[src/design/qph_pkg.sv]
// Shared types, field widths and codes for the quadratic probe hash table.
package qph_pkg;

    localparam int ACT_W           = 2;
    localparam int KEY_W           = 31;
    localparam int VAL_W           = 32;
    localparam int STAT_W          = 3;
    localparam int SLOT_W          = 10;
    localparam int CFG_W           = 11;
    localparam int ENTRY_W         = 1 + KEY_W + VAL_W;
    localparam int DIV_CNT_W       = $clog2(KEY_W + 1);
    localparam int TABLE_DEPTH_DEF = 1024;
    localparam int APB_ADDR_W      = 3;
    localparam int APB_DATA_W      = 32;

    localparam logic [CFG_W-1:0] SIZE_RESET = 11'd1024;

    // word index of the table size register (byte address 0)
    localparam logic [APB_ADDR_W-3:0] REG_TABLE_SIZE = 1'b0;

    localparam logic [ACT_W-1:0] ACT_INSERT = 2'd0;
    localparam logic [ACT_W-1:0] ACT_SEARCH = 2'd1;
    localparam logic [ACT_W-1:0] ACT_REMOVE = 2'd2;

    localparam logic [STAT_W-1:0] ST_INSERTED = 3'd0;
    localparam logic [STAT_W-1:0] ST_UPDATED  = 3'd1;
    localparam logic [STAT_W-1:0] ST_FOUND    = 3'd2;
    localparam logic [STAT_W-1:0] ST_MISS     = 3'd3;
    localparam logic [STAT_W-1:0] ST_REMOVED  = 3'd4;
    localparam logic [STAT_W-1:0] ST_FULL     = 3'd5;

    typedef struct packed {
        logic load;
        logic clr_wr;
        logic probe_init;
        logic rd;
        logic advance;
        logic finish;
        logic skip;
    } qph_cmd_t;

    typedef struct packed {
        logic div_done;
        logic act_invalid;
        logic clr_last;
        logic stop;
    } qph_stat_t;

endpackage

[src/design/qph_ctrl.sv]
// Controller state machine: clearing pass, remainder, probe read and check.
module qph_ctrl (
    input  logic               clk,
    input  logic               rst_n,
    input  logic               start,
    input  qph_pkg::qph_stat_t stat,
    output qph_pkg::qph_cmd_t  cmd,
    output logic               busy
);

    import qph_pkg::*;

    typedef enum logic [4:0] {
        S_IDLE   = 5'b00001,
        S_CLEAR  = 5'b00010,
        S_DIVIDE = 5'b00100,
        S_READ   = 5'b01000,
        S_CHECK  = 5'b10000
    } qph_state_t;

    qph_state_t state_reg;
    qph_state_t state_next;

    always_comb
    begin
        state_next = state_reg;
        cmd        = '0;
        case (state_reg)
            S_CLEAR:
            begin
                cmd.clr_wr = 1'b1;
                if (stat.clr_last)
                begin
                    state_next = S_IDLE;
                end
            end
            S_IDLE:
            begin
                if (start)
                begin
                    cmd.load   = 1'b1;
                    state_next = S_DIVIDE;
                end
            end
            S_DIVIDE:
            begin
                if (stat.act_invalid)
                begin
                    cmd.skip   = 1'b1;
                    state_next = S_IDLE;
                end
                else if (stat.div_done)
                begin
                    cmd.probe_init = 1'b1;
                    state_next     = S_READ;
                end
            end
            S_READ:
            begin
                cmd.rd     = 1'b1;
                state_next = S_CHECK;
            end
            S_CHECK:
            begin
                if (stat.stop)
                begin
                    cmd.finish = 1'b1;
                    state_next = S_IDLE;
                end
                else
                begin
                    cmd.advance = 1'b1;
                    state_next  = S_READ;
                end
            end
            default:
            begin
                state_next = S_IDLE;
            end
        endcase
    end

    always_ff @(posedge clk or negedge rst_n)
    begin
        if (!rst_n)
        begin
            state_reg <= S_CLEAR;
        end
        else
        begin
            state_reg <= state_next;
        end
    end

    assign busy = (state_reg != S_IDLE);

endmodule

[config.mk]
export PLATFORM = sky130hd
export DESIGN_NAME = qph_ctrl
export DESIGN_NICKNAME = d
export VERILOG_FILES = /design/src/design/qph_pkg.sv /design/src/design/qph_ctrl.sv
export SDC_FILE = /design/constraint.sdc
export NUM_CORES = 1
export LEC_CHECK = 0
export BUFFER_PORTS_ARGS = -buffer_cell sky130_fd_sc_hd__buf_2
export CAP_MARGIN = 40
export CELL_PAD_IN_SITES_DETAIL_PLACEMENT = 1
export CELL_PAD_IN_SITES_GLOBAL_PLACEMENT = 1
export CORE_AREA = 2 2 39 41
export DETAILED_ROUTE_END_ITERATION = 12
export DIE_AREA = 0 0 41 43
export GPL_TIMING_DRIVEN = 0
export PLACE_DENSITY = 0.7
export SLEW_MARGIN = 20
export SYNTH_ARGS = -nofsm -noshare
export SYNTH_HDL_FRONTEND = slang
export SYNTH_SLANG_ARGS = --single-unit
[constraint.sdc]
create_clock -name clk -period 2.6 [get_ports clk]
set_clock_uncertainty 0.15 [all_clocks]
set_input_delay 0 -clock clk [delete_from_list [all_inputs] [get_ports clk]]
set_output_delay 0 -clock clk [all_outputs]
set_load 0.02 [all_outputs]
==> metrics.md, run 1 <==
| Metric | Value |
|---|---|
| Status | `complete, no violations` |
| Startpoint Class | `flip-flop` |
| Drt initial violations | `3` |
| Num rows | `14` |
| TritonCTS Sinks | `5` |
| Via count | `345` |
| Cts hold-fix bufs | `5` |
| GPL Wtd Cong | `between 0.7 and 0.8` |
| Total grt overflow | `0` |
| Max-Cap Viols | `0` |
| Adder-cell area share of the yosys netlist | `0%` |
| H-tree Lvls | `1` |
| Largest net degree at the start of global routing | `7` |
| CP Max Fanout | `6` |
| Layout cells sized above 1 | `42.9%` |
| Hold Slack | `0.00662 ns` |
| Mean area per synthesized cell | `about 9.9 um^2` |
| Arrival @ worst endpoint | `1.64 ns` |
| Die Span Y | `43 um` |
| RSZ-0062 raised after global routing | `no` |
| Core box area | `between 1000 and 1500 um^2` |
| Post-DRT Antenna Nets | `0` |
| CTS resizes | `0` |
| First-pass DRT Iterations | `3` |
| Clock Latency Late Sink | `0.24 ns` |
| Root Driver | `clkbuf_4` |
| Layout Nets | `64` |
| Initial Util | `23.6%` |
| Post-synthesis sequential area ratio | `38.7%` |
| Mapped Cells | `33` |
| Port-buffer cells | `14` |
| Synth Area in Compound Gates | `9.96%` |
| Number of global-route vias before repair | `315` |
| Worst path required time | `2.45 ns` |
| Count of pins over their slew limit | `0` |
| Hpwl dp | `621 um` |
| Initial antenna violation count | `0` |
| Post-CTS setup buffer count | `0` |
| CTS buffer count | `3` |
| Largest family of logic cells by synthesized area | `simple AND/OR/NAND/NOR gates` |
| Worst path cell trace | `nor3_1 > nand2_1 > nor3b_1 > buf_2` |
| CP Capture Type | `output port` |
| Mapped Area | `327 um^2` |
| Largest cells by area after synthesis | `dfrtp_1 (31%), dfstp_2 (8.0%), nor4b_4 (7.3%)` |
| Slew @ Worst Pin | `0.397 ns` |
| Total Neg Setup Slack | `0 ns` |
| Diodes inserted | `0` |
| Chip width | `around 40 um` |
| Maximum VDD drop | `0.000193 V` |
| Power, Total | `360 uW` |
| Yosys warns | `0` |
| Final setup fails | `0` |
| Max transition margin | `73.4%` |
| Critical-path top delay cell | `dfrtp_1` |
| CP Class | `reg -> out` |
| DRT Wirelength | `813 um` |
| Die Area | `1760 um^2` |
| Distinct cell type count after synthesis | `20` |
| DRC violations left | `0` |
| First-pass GRT wire length | `about 1300 um` |
| GRT Total Usage | `11.6%` |
| Mux cell area share after synthesis | `0%` |
| DR WL/cell | `11.3 um` |
| Maximum root-to-sink buffer count | `2` |
| Final number of hold-violating endpoints | `0` |
| Post-Synth XOR/XNOR Area | `0%` |
| Synth area leader | `dfrtp_1` |
| Max FFs per register | `5` |
| Vias per inst | `about 4.8` |
| Leak | `between 0.2 and 0.25 nW` |
| Flops & latches, synth | `5` |
| Max Freq | `0.559 GHz` |
| Min Clock Period, post-route | `1.79 ns` |
| Pwr dens | `730 nW/um^2` |
| Area share of the leading cell type in the synthesized netlist | `30.7%` |
| Simple-gate share of the synthesized area | `49.0%` |
| Worst path max stage delay | `roughly 0.45 ns` |
| Area delta synth->final | `51.0%` |
| Clk slew on worst S/H paths | `0.04 ns` |
| I/O pin cnt | `15` |
| Period Utilization, post-route | `68.8%` |
| Worst min path class | `in -> reg` |
| Syn_nets | `40` |
| CTS tree | `done` |
==> worst paths after layout <==
check	startpoint	slack, ns	endpoint	cells past startpoint
hold / removal	stat[0]	0.007	state_reg[3]	4
min in group asynchronous	rst_n	0.09	state_reg[1]	2
hold reg to reg	state_reg[1]	0.38	state_reg[1]	1
max in group asynchronous	rst_n	1.60	state_reg[0]	3
setup / recovery	state_reg[0]	0.81	cmd[4]	4
setup reg to reg	state_reg[2]	1.07	state_reg[0]	3
==> cell usage after synthesis, drive strengths merged <==
cell type	n
a31o	1
a31oi	1
a32oi	1
and3	2
dfrtp	4
dfstp	1
inv	2
nand2	2
nor2	4
nor2b	2
nor3	3
nor3b	2
nor4b	1
o32ai	1
or2	1
or3	1
or3b	3
or4b	1
==> placed cells by master, fill, tap and decap left out, drive strengths merged, types with 2 or more instances in the layout <==
cell type,n
nor3,3
dfrtp,4
dlygate4sd3,5
clkbuf,4
and3,2
nor2b,2
or3b,3
buf,14
nor3b,2
nand2,2
inv,2
nor2,4
==> kinds of logic (layout without fill, tap and decap cells) <==
kind of cell | count (synthesis) | after routing
buf+inv | 2 | 25
flops | 5 | 5
simple gates | 22 | 22
compound gates | 4 | 4
==> final cells by class <==
type                            count  area (um^2)
Tap cell                           16         20.0
Timing Repair Buffer               19          120
Multi-Input combinational cell     26          193
Sequential cell                     5          126
Fill cell                         179          891
Inverter                            2         7.51
Clock buffer                        4         26.3
==> report_power, final <==
group | switching (mW) | internal [mW] | leakage, nW
registers | 0.0233 | 0.0923 | 0.0615
clock network | 0.0326 | 0.0581 | 0.0150
logic | 0.0861 | 0.0677 | 0.162
total | 0.142 | 0.218 | 0.238
==> routing by layer <==
layer / part of all wire (%) / vias to the layer above / global-route usage, % / wire [um]
met3: 5.3 / 4 / 1.57 / 43
met5: 0 / - / 0 / 0
met4: 6.5 / 0 / 16.0 / 53
met1: 46 / 157 / 13.4 / 373
li1: - / 168 / - / -
met2: 42 / 16 / 14.7 / 343
==> stage by stage <==
stage | setup slack, ns | area, um^2 | utilization, % | cells
6_report | 0.812 | 493 | 35.6 | 72
5_1_grt | 0.674 | 493 | 35.6 | 72
4_1_cts | 0.779 | 493 | 35.6 | 72
3_5_place_dp | 1.05 | 417 | 30.1 | 63
3_3_place_gp | 1.07 | 417 | 30.1 | 63
2_1_floorplan | 0.952 | 327 | - | 33
==> critical path: cells and delay by family, from the launching register on <==
kind / cells / cell delay (ns)
AND/OR/NAND/NOR: 3 / 0.76
buffers and inverters: 1 / 0.19
flip-flops: 1 / 0.45
No activity file was read; power rests on OpenSTA's default activity.
==> run 2: changes to the inputs <==
--- a/config.mk
+++ b/config.mk
@@ -5,15 +5,16 @@
 export SDC_FILE = /design/constraint.sdc
 export NUM_CORES = 1
 export LEC_CHECK = 0
+export ABC_AREA = 1
 export BUFFER_PORTS_ARGS = -buffer_cell sky130_fd_sc_hd__buf_2
 export CAP_MARGIN = 40
 export CELL_PAD_IN_SITES_DETAIL_PLACEMENT = 1
 export CELL_PAD_IN_SITES_GLOBAL_PLACEMENT = 1
-export CORE_AREA = 2 2 39 41
+export CORE_MARGIN = 2
+export CORE_UTILIZATION = 27
 export DETAILED_ROUTE_END_ITERATION = 12
-export DIE_AREA = 0 0 41 43
 export GPL_TIMING_DRIVEN = 0
-export PLACE_DENSITY = 0.7
+export PLACE_DENSITY = 0.78
 export SLEW_MARGIN = 20
 export SYNTH_ARGS = -nofsm -noshare
 export SYNTH_HDL_FRONTEND = slang
==> constraint.sdc (replaced) <==
create_clock -name clk -period 1.6 [get_ports clk]
set_clock_uncertainty 0.15 [all_clocks]
set_input_delay 0 -clock clk [delete_from_list [all_inputs] [get_ports clk]]
set_output_delay 0 -clock clk [all_outputs]
set_load 0.02 [all_outputs]
==> run 2 against run 1 <==
Combinational power rose to 2.9 times the previous value. Core utilization up 8.9 points. Die area down 0.42%. Non-clock buffer count up 3. Largest cell class unchanged. Largest power group unchanged.
==> metrics.md, run 2 <==
| Metric | Value |
|---|---|
| Status | `complete, no violations` |
| DRC violations left | `0 (unchanged)` |
| Mapped Area | `388 um^2 (+19%)` |
| Leak | `0.329 nW (+38%)` |
| First-pass DRT Iterations | `4 (+1)` |
| Maximum VDD drop | `0.000475 V (+150%)` |
| Max FFs per register | `5 (unchanged)` |
| H-tree Lvls | `1 (unchanged)` |
| GRT Total Usage | `14.6% (+2.9 points)` |
| Top sig layer | `met3` |
| Synth area leader | `dfrtp_1` |
| Fill cell count | `173 (-3.4%)` |
| Max-Cap Viols | `0 (unchanged)` |
| CTS buffer count | `3 (unchanged)` |
| Startpoint Class | `flip-flop` |
| Slew @ Worst Pin | `0.277 ns (-0.120 ns)` |
| Area share of the leading cell type in the synthesized netlist | `25.8% (-4.8 points)` |
| Top FF cell, synth | `dfrtp_1` |
| Post-synth EDFFs | `0 (unchanged)` |
| Reg-to-Reg Start | `state_reg[1]` |
| Worst path required time | `1.57 ns (-0.88 ns)` |
| Post-synthesis sequential area ratio | `32.6% (-6.1 points)` |
| Area delta synth->final | `51.3%` |
| Commonest cells after routing, fill and taps aside | `buf_2 (14), inv_1 (11), nand2_1 (9)` |
| Post-DRT Antenna Nets | `0 (unchanged)` |
| CP bufs+invs | `1 (unchanged)` |
| Number of global-route vias before repair | `481 (+53%)` |
| Min Clock Period, post-route | `1.50 ns` |
| Mean area per synthesized cell | `7.05 um^2 (-29%)` |
| CP Capture Type | `flip-flop` |
| Flops & latches, synth | `5 (unchanged)` |
| Wl on met1 | `463 um (+24%)` |
| Layout cells sized above 1 | `38.8% (-4.1 points)` |
| Layout Nets | `88 (+38%)` |
| DR WL/cell | `12.6 um (+12%)` |
| Cell count of the worst reg-to-reg path | `6 (+3)` |
| Reg2reg end | `state_reg[3]` |
| Yosys warns | `0 (unchanged)` |
| Distinct cell type count after synthesis | `19 (-5.0%)` |
| Arrival @ worst endpoint | `1.47 ns (-0.17 ns)` |
| Largest net degree at the start of global routing | `9 (+2)` |
| Cell family with most CP delay | `simple AND/OR/NAND/NOR gates` |
| Top post-synthesis cells by count | `inv_1 (11), nand2_1 (9), nor2_1 (7)` |
| R2R setup slack | `0.10 ns (-0.97 ns)` |
| CP Class | `reg -> reg` |
| Maximum root-to-sink buffer count | `2 (unchanged)` |
| CTS tree | `done` |
| Count of pins over their slew limit | `0 (unchanged)` |
| Period Utilization, post-route | `a little over nine tenths` |
| Max transition margin | `81.4% (+8.0 points)` |
| Initial antenna violation count | `0 (unchanged)` |
| Via count | `430 (+25%)` |
| Syn_nets | `62 (+55%)` |
| GPL Wtd Cong | `0.763 (+5.3%)` |
| Largest cells by area after synthesis | `dfrtp_1 (26%), inv_1 (11%), nand2_1 (8.7%)` |
| Drt initial violations | `2 (-1)` |
| Final setup fails | `0 (unchanged)` |
| Vias per inst | `4.53 (-5.5%)` |
| Clk slew on worst S/H paths | `0.04 ns (about the same)` |
| First-pass GRT wire length | `1930 um (+54%)` |
| Most common cell after layout, fill and taps aside | `buf_2` |
| Die Span Y | `41.9 um (-2.6%)` |
| Chip width | `41.9 um (+2.2%)` |
| Total grt overflow | `0 (unchanged)` |
| Port-buffer cells | `14 (unchanged)` |
| Final number of hold-violating endpoints | `0 (unchanged)` |
| DRT Wirelength | `1200 um (+48%)` |
| Worst path cell trace | `inv_1 > nor2_1 > nand4_1 > nand2_1 > nor2_2 > and2_1` |
| Root Driver | `clkbuf_4` |
| Final setup margin | `0.101 ns (-0.711 ns)` |
| Pwr dens | `1360 nW/um^2 (+86%)` |
| Hpwl dp | `907 um (+46%)` |
| Worst path max stage delay | `0.55 ns (+0.10 ns)` |
| Total Neg Setup Slack | `0 ns (unchanged)` |
| RSZ-0062 raised after global routing | `no` |
| Num rows | `13 (-1)` |
| Post-CTS setup buffer count | `0 (unchanged)` |
| Metal3 WL | `34 um (-21%)` |
| Critical-path top delay cell | `dfstp_2` |
| Pre-CTS setup slack | `0.109 ns (-0.943 ns)` |
| Power, Total | `798 uW (+120%)` |
| Core box area | `1320 um^2 (-4.8%)` |
| Final Non-Filler Cells | `95 (+32%)` |
| Placed cells | `84 (+33%)` |
| Mapped Cells | `55 (+67%)` |
| Met2 wire len | `703 um (+100%)` |
| Die Area | `1760 um^2 (-0.42%)` |
| Asr flop ratio synth | `100% (unchanged)` |
| Initial Util | `29.4% (+5.8 points)` |
| CP Max Fanout | `3 (-3)` |
| Max Freq | `0.667 GHz` |
| TritonCTS Sinks | `5 (unchanged)` |
| Count leader, synth | `inv_1` |
| I/O pin cnt | `15 (unchanged)` |
| Diodes inserted | `0 (unchanged)` |
| Worst min path class | `in -> async` |
| Clock Latency Late Sink | `0.23 ns (about the same)` |
[run 2: cell types whose count changed in the layout (fill, tap and decap cells not counted), moves of 3 or more]
cell and delta:
nor2_4 +4, nand4_1 +3, nand2_1 +7, inv_1 +9
nor2_1 +3
[run 2: worst max-delay path by stage]
stage,cells after the start,endpoint,startpoint,slack (ns)
after detailed placement,6,state_reg[3],state_reg[1],0.11
after global routing,6,cmd[4],state_reg[0],0.01
after CTS,6,cmd[4],state_reg[0],0.02
after floorplan,5,cmd[4],state_reg[0],0.21
after global placement,6,state_reg[3],state_reg[1],0.14
final,6,state_reg[3],state_reg[1],0.10
[run 2: area by class of cell]
class / instances / area [um^2] / area share (%)
well taps: 15 / 18.8 / 3.20
plain buffers: 1 / 5.00 / 0.853
clock buffers: 4 / 26.3 / 4.48
repair buffers: 21 / 143 / 24.3
flip-flops and latches: 5 / 128 / 21.7
inverters: 13 / 48.8 / 8.32
multi-input cells: 36 / 218 / 37.1
[run 2: what timing repair did]
action                     in CTS  in global routing
hold endpoints to repair        9                  0
hold buffers                    7                  0
setup endpoints to repair       0                  1
gates resized for setup         0                  4
[run 2: kinds of logic after synthesis]
group	Yosys count	synth area share, %
and+or+nand+nor	33	49.4
buffers and inverters	14	13.9
DFF	5	32.6
AOI/OAI and AO/OA	3	4.19
[run 2: through the flow]
step                area [um^2]  hold WS (ns)  util (%)
CTS                         573        0.0829      43.5
detailed placement          477        -0.329      36.2
floorplan                   388        -0.446         -
global placement            477        -0.334      36.2
finish                      587        0.0881      44.5
global route                587         0.117      44.5
[run 2: per-layer routing]
layer  vias to the layer above  global-route usage, %
li1                        218                      -
met1                       204                   15.6
met2                         8                   29.4
met3                         0                   1.30
met4                         0                   3.87
met5                         -                      0
[run 2: report_power, final]
part | switching (mW) | internal (mW)
registers | 0.0538 | 0.160
logic | 0.286 | 0.158
clock network | 0.0461 | 0.0939
==> run 3: changes to the inputs <==
--- a/config.mk
+++ b/config.mk
@@ -10,11 +10,11 @@
 export CAP_MARGIN = 40
 export CELL_PAD_IN_SITES_DETAIL_PLACEMENT = 1
 export CELL_PAD_IN_SITES_GLOBAL_PLACEMENT = 1
-export CORE_MARGIN = 2
-export CORE_UTILIZATION = 27
+export CORE_AREA = 2 2 39 41
 export DETAILED_ROUTE_END_ITERATION = 12
+export DIE_AREA = 0 0 41 43
 export GPL_TIMING_DRIVEN = 0
-export PLACE_DENSITY = 0.78
+export PLACE_DENSITY = 0.8
 export SLEW_MARGIN = 20
 export SYNTH_ARGS = -nofsm -noshare
 export SYNTH_HDL_FRONTEND = slang
==> constraint.sdc (replaced) <==
create_clock -name clk -period 1.75 [get_ports clk]
set_clock_uncertainty 0.15 [all_clocks]
set_input_delay 0 -clock clk [delete_from_list [all_inputs] [get_ports clk]]
set_output_delay 0 -clock clk [all_outputs]
set_load 0.02 [all_outputs]
==> run 3 against run 2 <==
Combinational power shrank 12%. Sequential share of layout area grew 0.066 points. Clock-buffer cell count is the same. Die area grew 0.42%. Critical path type is now reg -> out. Clock power shrank 4%. Core utilization shrank 2.7 points. Cell area shrank 1.3%. Setup slack gained 0.077 ns. Via count grew 3.7%. Hold slack gained 0.00079 ns.
==> metrics.md, run 3 (synthesis gave the netlist of run 2 again) <==
| Metric | Value |
|---|---|
| Period Utilization, post-route | `between 80% and 90%` |
| Status | `complete, no violations` |
| Net Sw Power | `343 uW (-11%)` |
| Max Freq | `0.636 GHz` |
| Root Driver | `clkbuf_4` |
| TritonCTS Sinks | `5 (unchanged)` |
| Drt initial violations | `4 (+2)` |
| Worst path cell trace | `inv_1 > nand2_2 > nor2_2 > nand2_1 > nor3b_1 > buf_2` |
| Final setup fails | `0 (unchanged)` |
| DR WL/cell | `12.1 um (-4.4%)` |
| Power Internal | `370 uW (-10%)` |
| Fill cell count | `191 (+10%)` |
| Startpoint Class | `flip-flop` |
| Number of global-route vias before repair | `469 (-2.5%)` |
| RSZ-0062 raised after global routing | `no` |
| Total grt overflow | `0 (unchanged)` |
| Clk slew on worst S/H paths | `0.04 ns (about the same)` |
| Met2 usage | `27.8% (-1.6 points)` |
| Post-DRT Antenna Nets | `0 (unchanged)` |
| I/O pin cnt | `15 (unchanged)` |
| Pre-CTS setup slack | `0.308 ns (+0.199 ns)` |
| CTS tree | `done` |
| Port-buffer cells | `14 (unchanged)` |
| Busiest grt layer | `met2` |
| Initial antenna violation count | `0 (unchanged)` |
| Worst min path class | `in -> async` |
| GRT Total Usage | `16.9% (+2.3 points)` |
| Layout Nets | `88 (unchanged)` |
| Most common cell after layout, fill and taps aside | `buf_2` |
| Worst path max stage delay | `0.43 ns (-0.12 ns)` |
| CP Capture Type | `output port` |
| Sequential Power Share | `26.7% (about the same)` |
| Max transition margin | `82.9% (+1.5 points)` |
| Maximum root-to-sink buffer count | `2 (unchanged)` |
| Max-Cap Viols | `0 (unchanged)` |
| Commonest cells after routing, fill and taps aside | `buf_2 (15), inv_1 (11), nand2_1 (9)` |
| Final number of hold-violating endpoints | `0 (unchanged)` |
| Critical-path top delay cell | `dfrtp_1` |
| Design area | `579 um^2 (-1.3%)` |
| CP Class | `reg -> out` |
| Die Span Y | `43 um (+2.6%)` |
| Hpwl dp | `826 um (-8.9%)` |
| Vias per inst | `4.65 (+2.6%)` |
| Post-CTS setup buffer count | `0 (unchanged)` |
| H-tree Lvls | `1 (unchanged)` |
| CP Max Fanout | `4 (+1)` |
| Met3 usage | `3.14% (+1.8 points)` |
| Gate power share | `54.5% (-1.1 points)` |
| First-pass GRT wire length | `1980 um (+2.5%)` |
| Total Neg Setup Slack | `0 ns (unchanged)` |
| Area delta synth->final | `49.4%` |
| Switching part of the total | `48.1% (-0.26 points)` |
| Core box area | `1380 um^2 (+5.0%)` |
| Leak | `0.327 nW (-0.37%)` |
| Start point of the critical path | `state_reg[0]` |
| Min Clock Period, post-route | `1.57 ns` |
| First-pass DRT Iterations | `2 (-2)` |
| Maximum VDD drop | `0.000484 V (+1.9%)` |
| Num rows | `14 (+1)` |
| Pwr dens | `1230 nW/um^2 (-9.5%)` |
| Clock Latency Late Sink | `0.24 ns (about the same)` |
| M1 GR Usage | `18.6% (+3.0 points)` |
| CTS buffer count | `3 (unchanged)` |
| Via count | `446 (+3.7%)` |
| GPL Wtd Cong | `0.756 (-1.0%)` |
| Worst path required time | `1.60 ns (+0.03 ns)` |
| Layout cells sized above 1 | `37.5% (-1.3 points)` |
| Initial Util | `28.0% (-1.4 points)` |
| Slew @ Worst Pin | `0.254 ns (-0.0223 ns)` |
| Clk network pwr share | `18.8% (+1.3 points)` |
| Final core occ | `41.9% (-2.7 points)` |
| DRC violations left | `0 (unchanged)` |
| Arrival @ worst endpoint | `1.42 ns (-0.05 ns)` |
| Die Area | `1760 um^2 (+0.42%)` |
| Largest net degree at the start of global routing | `9 (unchanged)` |
| Chip width | `41 um (-2.1%)` |
| Count of pins over their slew limit | `0 (unchanged)` |
| Diodes inserted | `0 (unchanged)` |
| Final setup margin | `0.178 ns (+0.0766 ns)` |
| Placed instance area | `478 um^2 (+0.26%)` |
| Reg-to-Reg Start | `state_reg[1]` |
| DRT Wirelength | `1160 um (-3.4%)` |
| Max FFs per register | `5 (unchanged)` |
==> run 3: worst paths after layout <==
check	cells after the start	endpoint	slack [ns]
max in group asynchronous	3	state_reg[0]	0.75
setup reg to reg	6	state_reg[3]	0.31
setup / recovery	6	cmd[4]	0.18
hold reg to reg	1	state_reg[4]	0.45
hold / removal	2	state_reg[1]	0.09
min in group clk	5	state_reg[0]	0.42
==> run 3: power groups by stage <==
stage	Sequential, mW	Clock [mW]	Combinational [mW]
floorplan	0.183	0	0.283
global placement	0.188	0	0.361
detailed placement	0.191	0	0.374
CTS	0.190	0.139	0.390
global route	0.193	0.149	0.445
finish	0.190	0.134	0.389
==> run 3: cell type report <==
| class | count | area (um^2) | area share [%] |
|---|---|---|---|
| Multi-Input combinational cell | 36 | 213 | 36.7 |
| Timing Repair Buffer | 21 | 140 | 24.2 |
| Sequential cell | 5 | 126 | 21.8 |
| Inverter | 13 | 48.8 | 8.42 |
| Clock buffer | 4 | 26.3 | 4.54 |
| Tap cell | 16 | 20.0 | 3.46 |
| Buffer | 1 | 5.00 | 0.864 |
==> run 3: per-layer routing <==
| metal | routed length, um | vias to the layer above | share of wire, % |
|---|---|---|---|
| li1 | - | 221 | - |
| met1 | 466 | 209 | 40 |
| met2 | 635 | 12 | 55 |
| met3 | 31 | 4 | 2.7 |
| met4 | 25 | 0 | 2.2 |
| met5 | 0 | - | 0 |
==> run 3: timing repair <==
item / in CTS / in global routing
endpoints found under the setup margin: 0 / 2
gates resized for setup: 0 / 1
hold buffers: 8 / 0
hold endpoints to repair: 9 / 0
==> run 3: stage by stage <==
stage,hold slack [ns],total power [mW],std cells
6_report,0.0889,0.713,96
5_1_grt,0.0980,0.787,96
4_1_cts,0.0811,0.719,97
3_5_place_dp,-0.329,0.565,85
3_3_place_gp,-0.333,0.549,85
2_1_floorplan,-0.446,0.467,55
==> run 3: critical path, delay by kind of cell, from the launching register on <==
kind          cells  cell delay, ns
flops             1            0.43
simple gates      4            0.47
buf+inv           2            0.28
